### src/hdl/rcpwd_pkg.sv
// Shared types and constants for the RC pulse width decoder.
// No dependencies; used by every module under hdl/.
`timescale 1ns / 1ps

package rcpwd_pkg;

  // defaults for the top level parameters
  localparam int TIME_BITS_DEF  = 32;
  localparam int WIDTH_BITS_DEF = 16;
  localparam int CHANNELS_DEF   = 3;

  // channels with a pin in the input transfer
  localparam int PIN_CHANNELS = 3;

  localparam int REG_BITS      = 16;
  localparam int TIMEOUT_BITS  = 32;
  localparam int CFG_ADDR_BITS = 3;
  localparam int CFG_DATA_BITS = 32;

  // register indexes
  localparam logic [CFG_ADDR_BITS-1:0] REG_MIN_PULSE   = 3'd0;
  localparam logic [CFG_ADDR_BITS-1:0] REG_MAX_PULSE   = 3'd1;
  localparam logic [CFG_ADDR_BITS-1:0] REG_STALE_TMO   = 3'd2;
  localparam logic [CFG_ADDR_BITS-1:0] REG_IDLE_THR    = 3'd3;
  localparam logic [CFG_ADDR_BITS-1:0] REG_FULL_THR    = 3'd4;
  localparam logic [CFG_ADDR_BITS-1:0] REG_CENTER_FB   = 3'd5;
  localparam logic [CFG_ADDR_BITS-1:0] REG_FB_DEADBAND = 3'd6;
  localparam logic [CFG_ADDR_BITS-1:0] REG_CENTER_LR   = 3'd7;

  // register reset values
  localparam logic [REG_BITS-1:0]     RST_MIN_PULSE   = 16'd900;
  localparam logic [REG_BITS-1:0]     RST_MAX_PULSE   = 16'd2100;
  localparam logic [TIMEOUT_BITS-1:0] RST_STALE_TMO   = 32'd100000;
  localparam logic [REG_BITS-1:0]     RST_IDLE_THR    = 16'd1100;
  localparam logic [REG_BITS-1:0]     RST_FULL_THR    = 16'd1900;
  localparam logic [REG_BITS-1:0]     RST_CENTER_FB   = 16'd1500;
  localparam logic [REG_BITS-1:0]     RST_FB_DEADBAND = 16'd100;
  localparam logic [REG_BITS-1:0]     RST_CENTER_LR   = 16'd1500;

  // throttle scaling
  localparam int               QUOT_BITS  = 7;
  localparam int               NUMER_BITS = REG_BITS + QUOT_BITS;
  localparam logic [QUOT_BITS-1:0] PCT_FULL = 7'd100;
  localparam logic [QUOT_BITS-1:0] PCT_ZERO = 7'd0;

  // forward/back codes
  localparam logic [1:0] DIR_NEUTRAL  = 2'd0;
  localparam logic [1:0] DIR_FORWARD  = 2'd1;
  localparam logic [1:0] DIR_BACKWARD = 2'd2;

  localparam int OFFSET_BITS = 17;
  localparam int OUT_BITS    = 80;
  localparam int IN_BITS     = 8;

  typedef struct packed {
    logic [REG_BITS-1:0]     min_pulse_us;
    logic [REG_BITS-1:0]     max_pulse_us;
    logic [TIMEOUT_BITS-1:0] stale_timeout_us;
    logic [REG_BITS-1:0]     idle_throttle_us;
    logic [REG_BITS-1:0]     full_throttle_us;
    logic [REG_BITS-1:0]     center_fb_us;
    logic [REG_BITS-1:0]     fb_deadband_us;
    logic [REG_BITS-1:0]     center_lr_us;
  } cfg_t;

  typedef struct packed {
    logic [REG_BITS-1:0]           lr_width_us;
    logic [REG_BITS-1:0]           fb_width_us;
    logic [REG_BITS-1:0]           throttle_width_us;
    logic signed [OFFSET_BITS-1:0] lr_offset_us;
    logic [1:0]                    fb_direction;
    logic [QUOT_BITS-1:0]          throttle_pct;
    logic                          signal_good;
  } result_t;

endpackage

### src/hdl/rc_pulse_width_decoder.sv
// RC pulse width decoder, top level: config registers, tick time, lanes,
// output register. Depends on rcpwd_pkg, rcpwd_lane and rcpwd_merge.
`timescale 1ns / 1ps

// Each input transfer is one microsecond tick. The lanes (one per channel) take
// the tick in the cycle it is accepted; the merge stage then gathers results
// and, when the throttle lies strictly between idle and full, passes through a
// launch state, the bit-serial divider, the quotient capture and a finish
// state; a saturated throttle goes straight to the finish state, which waits
// on m_tready while the output register is full. Only one tick is in flight;
// s_tready is low until its result is loaded into the output register.
module rc_pulse_width_decoder #(
  parameter int TIME_BITS  = rcpwd_pkg::TIME_BITS_DEF,
  parameter int WIDTH_BITS = rcpwd_pkg::WIDTH_BITS_DEF,
  parameter int CHANNELS   = rcpwd_pkg::CHANNELS_DEF
) (
  input  logic                                  clk,
  input  logic                                  rst,
  input  logic                                  s_tvalid,
  output logic                                  s_tready,
  // [0] throttle_level, [1] fb_level, [2] lr_level, [3] hold, [7:4] zero
  input  logic [rcpwd_pkg::IN_BITS-1:0]         s_tdata,
  output logic                                  m_tvalid,
  input  logic                                  m_tready,
  // [0] signal_good, [7:1] throttle_pct, [9:8] fb_direction,
  // [26:10] lr_offset_us, [42:27] throttle_width_us, [58:43] fb_width_us,
  // [74:59] lr_width_us, [79:75] zero
  output logic [rcpwd_pkg::OUT_BITS-1:0]        m_tdata,
  input  logic                                  cfg_we,
  input  logic [rcpwd_pkg::CFG_ADDR_BITS-1:0]   cfg_addr,
  input  logic [rcpwd_pkg::CFG_DATA_BITS-1:0]   cfg_wdata
);

  localparam int RB = rcpwd_pkg::REG_BITS;

  rcpwd_pkg::cfg_t    cfg;
  rcpwd_pkg::result_t res;

  logic                  accept;
  logic                  busy;
  logic                  merge_start;
  logic                  load;
  logic                  slot_free;
  logic                  hold;
  logic                  good;
  logic [TIME_BITS-1:0]  time_now;
  logic [TIME_BITS-1:0]  time_next;
  logic [CHANNELS-1:0]   stale;
  logic [CHANNELS-1:0]   level;
  logic [WIDTH_BITS-1:0] lane_width [CHANNELS];
  logic [RB-1:0]         out_width  [rcpwd_pkg::PIN_CHANNELS];

  assign accept    = s_tvalid && s_tready;
  assign s_tready  = !busy;
  assign hold      = s_tdata[3];
  assign time_next = time_now + 1'b1;
  assign slot_free = !m_tvalid || m_tready;
  assign good      = !(|stale);

  always_ff @(posedge clk) begin
    if (rst) begin
      cfg.min_pulse_us     <= rcpwd_pkg::RST_MIN_PULSE;
      cfg.max_pulse_us     <= rcpwd_pkg::RST_MAX_PULSE;
      cfg.stale_timeout_us <= rcpwd_pkg::RST_STALE_TMO;
      cfg.idle_throttle_us <= rcpwd_pkg::RST_IDLE_THR;
      cfg.full_throttle_us <= rcpwd_pkg::RST_FULL_THR;
      cfg.center_fb_us     <= rcpwd_pkg::RST_CENTER_FB;
      cfg.fb_deadband_us   <= rcpwd_pkg::RST_FB_DEADBAND;
      cfg.center_lr_us     <= rcpwd_pkg::RST_CENTER_LR;
    end else if (cfg_we) begin
      unique case (cfg_addr)
        rcpwd_pkg::REG_MIN_PULSE:   cfg.min_pulse_us     <= cfg_wdata[RB-1:0];
        rcpwd_pkg::REG_MAX_PULSE:   cfg.max_pulse_us     <= cfg_wdata[RB-1:0];
        rcpwd_pkg::REG_STALE_TMO:   cfg.stale_timeout_us <= cfg_wdata;
        rcpwd_pkg::REG_IDLE_THR:    cfg.idle_throttle_us <= cfg_wdata[RB-1:0];
        rcpwd_pkg::REG_FULL_THR:    cfg.full_throttle_us <= cfg_wdata[RB-1:0];
        rcpwd_pkg::REG_CENTER_FB:   cfg.center_fb_us     <= cfg_wdata[RB-1:0];
        rcpwd_pkg::REG_FB_DEADBAND: cfg.fb_deadband_us   <= cfg_wdata[RB-1:0];
        rcpwd_pkg::REG_CENTER_LR:   cfg.center_lr_us     <= cfg_wdata[RB-1:0];
      endcase
    end
  end

  always_ff @(posedge clk) begin
    if (rst) begin
      time_now    <= '0;
      busy        <= 1'b0;
      merge_start <= 1'b0;
    end else begin
      merge_start <= accept;
      if (accept) begin
        time_now <= time_next;
        busy     <= 1'b1;
      end else if (load) begin
        busy <= 1'b0;
      end
    end
  end

  for (genvar k = 0; k < CHANNELS; k++) begin : g_lane
    if (k < rcpwd_pkg::PIN_CHANNELS) begin : g_pin
      assign level[k] = s_tdata[k];
    end else begin : g_nopin
      assign level[k] = 1'b0;
    end

    rcpwd_lane #(
      .TIME_BITS  (TIME_BITS),
      .WIDTH_BITS (WIDTH_BITS)
    ) u_lane (
      .clk       (clk),
      .rst       (rst),
      .upd       (accept),
      .level     (level[k]),
      .hold      (hold),
      .time_next (time_next),
      .time_now  (time_now),
      .cfg       (cfg),
      .width     (lane_width[k]),
      .stale     (stale[k])
    );
  end

  for (genvar k = 0; k < rcpwd_pkg::PIN_CHANNELS; k++) begin : g_wid
    if (k < CHANNELS) begin : g_have
      assign out_width[k] = RB'(lane_width[k]);
    end else begin : g_none
      assign out_width[k] = '0;
    end
  end

  rcpwd_merge u_merge (
    .clk       (clk),
    .rst       (rst),
    .start     (merge_start),
    .good      (good),
    .tw        (out_width[0]),
    .fw        (out_width[1]),
    .lw        (out_width[2]),
    .cfg       (cfg),
    .slot_free (slot_free),
    .load      (load),
    .res       (res)
  );

  always_ff @(posedge clk) begin
    if (rst) begin
      m_tvalid <= 1'b0;
    end else if (load) begin
      m_tvalid <= 1'b1;
    end else if (m_tready) begin
      m_tvalid <= 1'b0;
    end
  end

  always_ff @(posedge clk) begin
    if (load) begin
      m_tdata <= rcpwd_pkg::OUT_BITS'(res);
    end
  end

  a_start_after_accept: assert property (@(posedge clk) disable iff (rst)
    accept |=> merge_start)
    else $error("merge not started after input transfer");

  a_no_accept_busy: assert property (@(posedge clk) disable iff (rst)
    merge_start |-> !s_tready)
    else $error("input ready while merge pending");

  a_load_slot: assert property (@(posedge clk) disable iff (rst)
    load |-> (busy && (!m_tvalid || m_tready)))
    else $error("result loaded over a pending transfer");

endmodule

### src/hdl/rcpwd_lane.sv
// One pulse capture lane: edge detect, width capture and staleness check.
// Depends on rcpwd_pkg.
`timescale 1ns / 1ps

module rcpwd_lane #(
  parameter int TIME_BITS  = rcpwd_pkg::TIME_BITS_DEF,
  parameter int WIDTH_BITS = rcpwd_pkg::WIDTH_BITS_DEF
) (
  input  logic                  clk,
  input  logic                  rst,
  input  logic                  upd,
  input  logic                  level,
  input  logic                  hold,
  input  logic [TIME_BITS-1:0]  time_next,
  input  logic [TIME_BITS-1:0]  time_now,
  input  rcpwd_pkg::cfg_t       cfg,
  output logic [WIDTH_BITS-1:0] width,
  output logic                  stale
);

  localparam int CMP_BITS = (TIME_BITS > rcpwd_pkg::TIMEOUT_BITS) ?
                            TIME_BITS : rcpwd_pkg::TIMEOUT_BITS;

  logic                 prev_level;
  logic [TIME_BITS-1:0] rise_stamp;
  logic [TIME_BITS-1:0] last_valid;
  logic [TIME_BITS-1:0] pulse_len;
  logic [TIME_BITS-1:0] gap;
  logic                 in_range;

  assign pulse_len = time_next - rise_stamp;
  assign in_range  = (pulse_len <= TIME_BITS'(cfg.max_pulse_us)) &&
                     (pulse_len >= TIME_BITS'(cfg.min_pulse_us));

  always_ff @(posedge clk) begin
    if (rst) begin
      prev_level <= 1'b0;
      rise_stamp <= '0;
      last_valid <= '0;
      width      <= WIDTH_BITS'(rcpwd_pkg::RST_MIN_PULSE);
    end else if (upd) begin
      prev_level <= level;
      if (!hold && (level != prev_level)) begin
        if (level) begin
          rise_stamp <= time_next;
        end else if ((time_next > rise_stamp) && in_range) begin
          width      <= WIDTH_BITS'(pulse_len);
          last_valid <= time_next;
        end
      end
    end
  end

  assign gap   = time_now - last_valid;
  assign stale = CMP_BITS'(gap) > CMP_BITS'(cfg.stale_timeout_us);

endmodule

### src/hdl/rcpwd_div.sv
// Restoring divider for the throttle scale, one quotient bit per cycle.
// Depends on rcpwd_pkg. Quotient must fit in QUOT_BITS.
`timescale 1ns / 1ps

module rcpwd_div (
  input  logic                                clk,
  input  logic                                rst,
  input  logic                                start,
  input  logic [rcpwd_pkg::NUMER_BITS-1:0]    numer,
  input  logic [rcpwd_pkg::REG_BITS-1:0]      den,
  output logic                                done,
  output logic [rcpwd_pkg::QUOT_BITS-1:0]     quot
);

  localparam int NB = rcpwd_pkg::NUMER_BITS;
  localparam int QB = rcpwd_pkg::QUOT_BITS;
  localparam int CB = $clog2(QB);

  logic [NB-1:0] rem;
  logic [NB-1:0] dsh;
  logic [CB-1:0] cnt;
  logic          run;
  logic          ge;

  assign ge = rem >= dsh;

  always_ff @(posedge clk) begin
    if (rst) begin
      run  <= 1'b0;
      done <= 1'b0;
    end else begin
      done <= 1'b0;
      if (start) begin
        run <= 1'b1;
      end else if (run && (cnt == '0)) begin
        run  <= 1'b0;
        done <= 1'b1;
      end
    end
  end

  always_ff @(posedge clk) begin
    if (start) begin
      rem  <= numer;
      dsh  <= NB'(den) << (QB - 1);
      cnt  <= CB'(QB - 1);
      quot <= '0;
    end else if (run) begin
      if (ge) begin
        rem <= rem - dsh;
      end
      quot <= {quot[QB-2:0], ge};
      dsh  <= dsh >> 1;
      cnt  <= cnt - 1'b1;
    end
  end

endmodule

### src/hdl/rcpwd_merge.sv
// Merge stage: combines lane widths and health into one result transfer.
// Depends on rcpwd_pkg and rcpwd_div.
`timescale 1ns / 1ps

module rcpwd_merge (
  input  logic                           clk,
  input  logic                           rst,
  input  logic                           start,
  input  logic                           good,
  input  logic [rcpwd_pkg::REG_BITS-1:0] tw,
  input  logic [rcpwd_pkg::REG_BITS-1:0] fw,
  input  logic [rcpwd_pkg::REG_BITS-1:0] lw,
  input  rcpwd_pkg::cfg_t                cfg,
  input  logic                           slot_free,
  output logic                           load,
  output rcpwd_pkg::result_t             res
);

  localparam logic [1:0] S_IDLE  = 2'd0;
  localparam logic [1:0] S_DIVGO = 2'd1;
  localparam logic [1:0] S_DIV   = 2'd2;
  localparam logic [1:0] S_FIN   = 2'd3;

  localparam int RB = rcpwd_pkg::REG_BITS;
  localparam int NB = rcpwd_pkg::NUMER_BITS;

  logic [1:0]                          state;
  logic [1:0]                          state_next;
  logic [RB-1:0]                       diff;
  logic [RB-1:0]                       den;
  logic [NB-1:0]                       numer;
  logic                                div_start;
  logic                                div_done;
  logic [rcpwd_pkg::QUOT_BITS-1:0]     div_quot;
  logic signed [RB+1:0]                fb_off;
  logic signed [RB+1:0]                fb_db;
  logic [1:0]                          dir;
  logic                                sat_full;
  logic                                sat_zero;

  assign sat_full = tw >= cfg.full_throttle_us;
  assign sat_zero = tw <= cfg.idle_throttle_us;
  assign fb_off   = $signed({2'b00, fw}) - $signed({2'b00, cfg.center_fb_us});
  assign fb_db    = $signed({2'b00, cfg.fb_deadband_us});

  always_comb begin
    priority if (fb_off > fb_db) begin
      dir = rcpwd_pkg::DIR_FORWARD;
    end else if (fb_off < -fb_db) begin
      dir = rcpwd_pkg::DIR_BACKWARD;
    end else begin
      dir = rcpwd_pkg::DIR_NEUTRAL;
    end
  end

  assign numer     = NB'(diff) * NB'(rcpwd_pkg::PCT_FULL);
  assign div_start = state == S_DIVGO;
  assign load      = (state == S_FIN) && slot_free;

  rcpwd_div u_div (
    .clk   (clk),
    .rst   (rst),
    .start (div_start),
    .numer (numer),
    .den   (den),
    .done  (div_done),
    .quot  (div_quot)
  );

  always_comb begin
    state_next = state;
    unique case (state)
      S_IDLE: begin
        if (start) begin
          state_next = (sat_full || sat_zero) ? S_FIN : S_DIVGO;
        end
      end
      S_DIVGO: state_next = S_DIV;
      S_DIV: begin
        if (div_done) begin
          state_next = S_FIN;
        end
      end
      S_FIN: begin
        if (slot_free) begin
          state_next = S_IDLE;
        end
      end
    endcase
  end

  always_ff @(posedge clk) begin
    if (rst) begin
      state <= S_IDLE;
    end else begin
      state <= state_next;
    end
  end

  always_ff @(posedge clk) begin
    if ((state == S_IDLE) && start) begin
      res.signal_good       <= good;
      res.fb_direction      <= dir;
      res.lr_offset_us      <= rcpwd_pkg::OFFSET_BITS'({1'b0, cfg.center_lr_us} - {1'b0, lw});
      res.throttle_width_us <= tw;
      res.fb_width_us       <= fw;
      res.lr_width_us       <= lw;
      res.throttle_pct      <= sat_full ? rcpwd_pkg::PCT_FULL : rcpwd_pkg::PCT_ZERO;
      diff                  <= tw - cfg.idle_throttle_us;
      den                   <= cfg.full_throttle_us - cfg.idle_throttle_us;
    end else if (div_done) begin
      res.throttle_pct <= div_quot;
    end
  end

  a_start_idle: assert property (@(posedge clk) disable iff (rst)
    start |-> (state == S_IDLE))
    else $error("merge started while busy");

  a_done_in_div: assert property (@(posedge clk) disable iff (rst)
    div_done |-> (state == S_DIV))
    else $error("divider finished outside divide phase");

  a_pct_range: assert property (@(posedge clk) disable iff (rst)
    div_done |-> (div_quot < rcpwd_pkg::PCT_FULL))
    else $error("throttle quotient out of range");

endmodule

### config.mk
export PLATFORM = sky130hd
export DESIGN_NAME = rc_pulse_width_decoder
export DESIGN_NICKNAME = d
export VERILOG_FILES = /design/src/hdl/rcpwd_pkg.sv /design/src/hdl/rc_pulse_width_decoder.sv /design/src/hdl/rcpwd_lane.sv /design/src/hdl/rcpwd_div.sv /design/src/hdl/rcpwd_merge.sv
export SDC_FILE = /design/constraint.sdc
export NUM_CORES = 2
export LEC_CHECK = 0
export ABC_AREA = 1
export BUFFER_PORTS_ARGS = -buffer_cell sky130_fd_sc_hd__buf_2
export CAP_MARGIN = 20
export CORE_UTILIZATION = 40
export DETAILED_ROUTE_END_ITERATION = 8
export PLACE_DENSITY = 0.66
export SETUP_SLACK_MARGIN = 0.3
export SYNTH_ARGS = -nofsm -noshare
export SYNTH_HDL_FRONTEND = slang
export SYNTH_SLANG_ARGS = --single-unit
### constraint.sdc
create_clock -name clk -period 7.3 [get_ports clk]
set_input_delay 0.73 -clock clk [delete_from_list [all_inputs] [get_ports clk]]
set_output_delay 0.73 -clock clk [all_outputs]
set_load 0.01 [all_outputs]
## Word-level counts from Yosys, hierarchy flattened

Index checks and enable logic that the tools add are counted.

| word-level totals | value |
|---|---|
| register bits after elaboration | 663 |
| bits of input ports | 48 |
| output and inout port bits | 82 |

| operators by class | value |
|---|---|
| $add $sub $neg | 14 |
| multipliers | 1 |
| magnitude comparators | 17 |
| equality and inequality tests | 16 |
| mux-type cells | 21 |
| bitwise gates (word level) | 3 |
| reduce and logical (&&, ||, !) cells | 47 |

Operator list:

| kind | number |
|---|---|
| $gt A32 B32 Y1 | 6 |
| $sub A32 B32 Y32 | 6 |
| $ge A32 B16 Y1 | 3 |
| $le A32 B16 Y1 | 3 |
| $mux W23 | 3 |
| $mux W22 | 2 |
| $sub A16 B16 Y17 | 2 |
| $add A32 B1 Y32 const B | 1 |
| $sub A16 B16 Y16 | 2 |
| $ge A23 B22 Y1 | 1 |
| $sub A23 B22 Y23 | 1 |
| $mul A16 B5 Y21 const B | 1 |
| $mux W7 | 3 |
| $reduce_and A2 Y1 | 10 |
| $gt A18 B17 Y1 | 1 |
| $lt A18 B18 Y1 | 1 |
| $neg A16 Y18 | 1 |
| $ge A16 B16 Y1 | 1 |
| $le A16 B16 Y1 | 1 |
| $logic_and A1 B1 Y1 | 13 |
| $eq A3 B3 Y1 const B | 4 |
| $reduce_and A3 Y1 | 4 |
| $reduce_and A4 Y1 | 3 |
| $reduce_bool A2 Y1 | 6 |
| other kinds (18) | 40 |

## Depth between registers and ports, before layout

| logic depth | value |
|---|---|
| depth after elaboration | 6 |
| gate-level depth with buffers | 34 |

## Modules after synthesis

A second synthesis with hierarchy kept.

| unflattened totals | value |
|---|---|
| cell total of the unflattened synthesis | 7499 |
| area total of the unflattened synthesis | 50995.2 um2 |

By module, submodules not included:

| module | instances | cells an instance | area each (um2) | sequential area each (um2) |
|---|---|---|---|---|
| rc_pulse_width_decoder | 1 | 1112 | 9547.9 | 5835.6 |
| rcpwd_lane (g_lane[1].u_lane) | 1 | 1594 | 9410.3 | 1621.6 |
| rcpwd_merge | 1 | 1055 | 9407.8 | 3253.1 |
| rcpwd_lane (g_lane[0].u_lane) | 1 | 1591 | 9385.3 | 1621.6 |
| rcpwd_lane (g_lane[2].u_lane) | 1 | 1572 | 9297.7 | 1621.6 |
| rcpwd_div | 1 | 575 | 3946.3 | 1531.5 |

## Least setup slack after synthesis

OpenSTA, ideal clock, no wires.

| timing path | value |
|---|---|
| path kind | register -> register |
| start | register time_now[1] |
| end | register g_lane[0].u_lane.last_valid[26] |
| arrival time | 4.586 ns |
| data required time | 7.185 ns |
| path slack | 2.599 ns |
| cell stages (with the launch flop) | 33 |
| cells stage by stage | dfxtp_1 inv_1 nor3_1 nand2_1 nor3_2 inv_1 nor2_1 nand3_1 nor2_1 xor2_1 inv_1 ha_1 nand2_1 nor2_1 inv_1 nor3_2 nand2_1 nand2_1 xor2_1 ha_1 a21oi_1 o21ai_0 a21oi_1 nand2_1 nand2_1 nand4_1 nor2_1 nand4_2 nor2_8 buf_6 nand3_1 nand2_1 nor2_1 |

| between the ends | value |
|---|---|
| longest elaborated chain between the ends | 6 |
| elaborated cells on any way between the ends | 8 |

RTL lines:

| what | line | RTL |
|---|---|---|
| from (decl) | rc_pulse_width_decoder.sv:46 | `logic [TIME_BITS-1:0] time_now;` |
| from (signal assigned) | rc_pulse_width_decoder.sv:92 | `time_now <= time_next;` |
| $add A32 B1 Y32 * | rc_pulse_width_decoder.sv:56 | `assign time_next = time_now + 1'b1;` |
| named net g_lane[0].u_lane.time_next[13] | rcpwd_lane.sv:14 | `input logic [TIME_BITS-1:0] time_next,` |
| $sub A32 B32 Y32 * | rcpwd_lane.sv:31 | `assign pulse_len = time_next - rise_stamp;` |
| named net g_lane[0].u_lane.pulse_len[15] | rcpwd_lane.sv:27 | `logic [TIME_BITS-1:0] pulse_len;` |
| $le A32 B16 Y1 / $ge A32 B16 Y1 (equally long branches) | rcpwd_lane.sv:32, rcpwd_lane.sv:33 |  |
| $logic_and A1 B1 Y1 * | rcpwd_lane.sv:32 | `assign in_range = (pulse_len <= TIME_BITS'(cfg.max_pulse_us)) &&` |
| $logic_and A1 B1 Y1 * | rcpwd_lane.sv:46 | `end else if ((time_next > rise_stamp) && in_range) begin` |
| $reduce_and A4 Y1 (no source line) * | - |  |
| to (signal assigned) | rcpwd_lane.sv:48 | `last_valid <= time_next;` |
| to (decl) | rcpwd_lane.sv:26 | `logic [TIME_BITS-1:0] last_valid;` |

Mark *: on every way through the listed nets, which the timed path passes. The rest lies on a longest branch.
A chain may end at the register's enable or synchronous reset.

## Worst setup path after layout

| timing path | value |
|---|---|
| start | register time_now[4] |
| end | register g_lane[0].u_lane.last_valid[15] |

The elaborated chain is that of the path after synthesis.

==> results.py <==
metrics = {
    "timing": {
        "finalCriticalPeriod_ns": 6.43,
        "setup_viol": 0,
        "max_freq_mhz": 156,
        "rsz0062_at_grt": "false",
        "final_max_slew_viol_count": 0,
        "slew_headroom": 0.278,
        "min_period_over_period": 0.881,
        "holdWs_ns": 0.301,
        "worst_slew_pin_slew_ns": 1.07,
        "fin_setup_tns_ns": 0,
        "hold_viol": 0,
        "worst_clock_skew_ns": 0.0266,
    },
    "synth": {
        "synth.top_cell.area_share": 0.186,
        "netlist-cell-type-count": 55,
        "yosysSeqAreaShare": 0.324,
        "syn_area_um2": 47800,
        "ys_ff_latch": 663,
        "yosysTopAreaCell": "dfxtp_1",
        "syn_avg_cell_area_um2": 7.24,
        "synth_warnings": 0,
        "synth_cells": 6599,
        "yosys-top-cells-area": "dfxtp_1 19%, ha_1 15%, edfxtp_1 14%",
    },
    "die": {
        "die_h_um": 348,
        "rows": 126,
        "pin_count": 130,
        "initial_core_util": 0.404,
        "coreArea_um2": 118000,
        "die_area_um2": 121000,
        "die_w_um": 348,
    },
    "power_and_ir_drop": {
        "vdd_drop_max_v": 0.000174,
        "pwr_density_cell_nw_per_um2": 284,
        "power_leakage_nw": 25.3,
    },
    "final_layout": {
        "final_common_cell": "nand2_1",
        "areaGrowthSynthToFinish_pct": 11.0,
        "final_cell_mix": "1346 x nand2_1, 1105 x inv_1, 646 x a21oi_1",
        "drive_gt1_frac": 0.0570,
        "final_nets": 7351,
    },
    "detailed_routing": {
        "routed.top_layer": "met5",
        "wl_um": 151000,
        "vias": 43300,
        "wl_met2_um": 68700,
        "drtAntennaViolNets": 0,
        "post_drt_wl_per_cell_um": 18.2,
        "drc": 0,
        "viasPerCell": 5.22,
        "drt-met1-wl_um": 67300,
        "drtIter0Drc": 3329,
        "first_pass_iters": 6,
        "routed-wl-met3_um": 9210,
    },
    "cts": {
        "cts_root_buf": "clkbuf_16",
        "clockBufferDepth": 3,
        "cts_buffers": 75,
        "ctsHtreeMaxLevel": 3,
        "clkTransAtPathRegs_ns": 0.06,
        "numClockSinks": 663,
        "cts_tree": "yes",
        "clock_latency_ns": 0.67,
    },
    "critical_path": {
        "cp-start-kind": "register",
        "cp_slowest_stage_delay_ns": 0.68,
        "cp_max_fo": 41,
        "critPathMostFrequentCell": "nand2_1",
        "criticalPathCategory": "register to register",
        "end_kind": "register",
        "slowest_stage": "xor2_1",
        "required_ns": 7.83,
        "crit_arrival_ns": 6.96,
    },
    "global_route": {
        "first_global_vias": 40000,
        "overflow": 0,
        "antenna_found_initial": 6,
        "grt_usage": 0.241,
        "grt_pass1_wl_um": 228000,
        "grt_max_degree": 220,
    },
    "flow_run": {
        "drv_cap": 0,
    },
    "hold_path": {
        "hold_class": "input pin to register",
    },
    "placed_design": {
        "place_congestion": 0.952,
        "portBuffers": 120,
        "dp_hpwl_um": 119000,
    },
    "run_status": {
        "status": "complete, no violations",
    },
}
-- per-stage QoR --
step | instance area [µm²] | setup slack [ns] | total power [mW] | utilization | cells
3_3_place_gp | 50000 | 0.961 | 10.6 | 0.423 | 8151
4_1_cts | 52800 | 0.847 | 15.0 | 0.447 | 8289
2_1_floorplan | 47800 | 2.60 | 8.88 | - | 6603
6_report | 53000 | 0.870 | 15.1 | 0.449 | 8305
5_1_grt | 53000 | 0.296 | 16.1 | 0.449 | 8302
3_5_place_dp | 50000 | 0.891 | 10.7 | 0.423 | 8151
-- synth_stat cells (all sizes together) --
master	n
nand2	1357
inv	1128
a21oi	647
nor2	626
ha	576
dfxtp	444
o21ai	436
nand3	276
edfxtp	219
xor2	167
nand4	121
clkbuf	94
xnor2	81
nor3	77
buf	62
o211ai	55
nor4	25
o21bai	23
a31oi	22
fa	22
o22ai	17
a21o	16
a211oi	15
a21boi	15
nand3b	14
o21a	13
o221ai	8
o2111ai	7
or2	7
and2	6
o31ai	6
clkinv	4
a221oi	3
a2111oi	2
a22oi	2
a31o	1
a32o	1
conb	1
nor3b	1
o311ai	1
o41ai	1
-- critical path: cells and delay by family, from the launching register on --
family          cells  cell delay (ns)
compound gates      3             0.36
buf+inv             4             0.76
xor+xnor            2             1.07
flops               1             0.51
simple gates       18             2.80
fa+ha+maj           2             0.77
-- registers in the layout, indices dropped and copies added, names as in the netlist, 3 cells and up --
signal                    count
m_tdata                      75
u_merge.res                  75
g_lane.u_lane.rise_stamp     96
u_merge.u_div.quot            7
g_lane.u_lane.last_valid     96
u_merge.den                  16
u_merge.u_div.rem            23
g_lane.u_lane.width          48
time_now                     32
cfg                         144
u_merge.diff                 16
g_lane.u_lane.prev_level      3
u_merge.u_div.dsh            22
u_merge.u_div.cnt             3
-- area by class of cell --
type | instances | area (µm²)
fill | 11900 | 65200
timing repair buffer | 177 | 1140
multi-input combinational | 4656 | 27400
clock buffer | 88 | 2040
inverter | 1132 | 4260
sequential | 663 | 15500
antenna | 3 | 7.51
tap | 1536 | 1920
clock inverter | 50 | 806
-- kinds of logic after synthesis --
family	count (synthesis)	synth area share
DFF	663	0.324
and+or+nand+nor	2510	0.220
xor gates and xnor gates	248	0.0455
adders and majority gates	598	0.160
buffers and inverters	1288	0.105
AOI/OAI and AO/OA	1291	0.146
other	1	0.0000785
-- routing by layer --
layer,vias up,track usage
li1,21900,-
met4,6,0.0906
met1,19900,0.316
met5,-,0
met3,249,0.0328
met2,1234,0.401
-- repair_timing --
action,CTS,global route
setup buffers,0,8
gates resized for setup,0,4
hold buffers,0,0
endpoints found under the setup margin,0,67
-- power breakdown --
part | switching [mW] | total, mW | internal (mW)
Combinational | 4.27 | 6.40 | 2.13
Sequential | 0.144 | 4.36 | 4.21
Clock | 1.69 | 4.32 | 2.63
Total | 6.10 | 15.1 | 8.97
-- worst paths after layout --
kind              depth (start not counted)  slack (ns)                         endpoint       startpoint
setup / recovery                         29        0.87  g_lane[0].u_lane.last_valid[15]      time_now[4]
hold reg to reg                           0        0.41                      m_tdata[73]  u_merge.res[73]
hold / removal                            3        0.30                          cfg[96]    cfg_wdata[16]
setup reg to reg                         29        0.87  g_lane[0].u_lane.last_valid[15]      time_now[4]
Note: power is estimated with default switching activity, not from simulation.
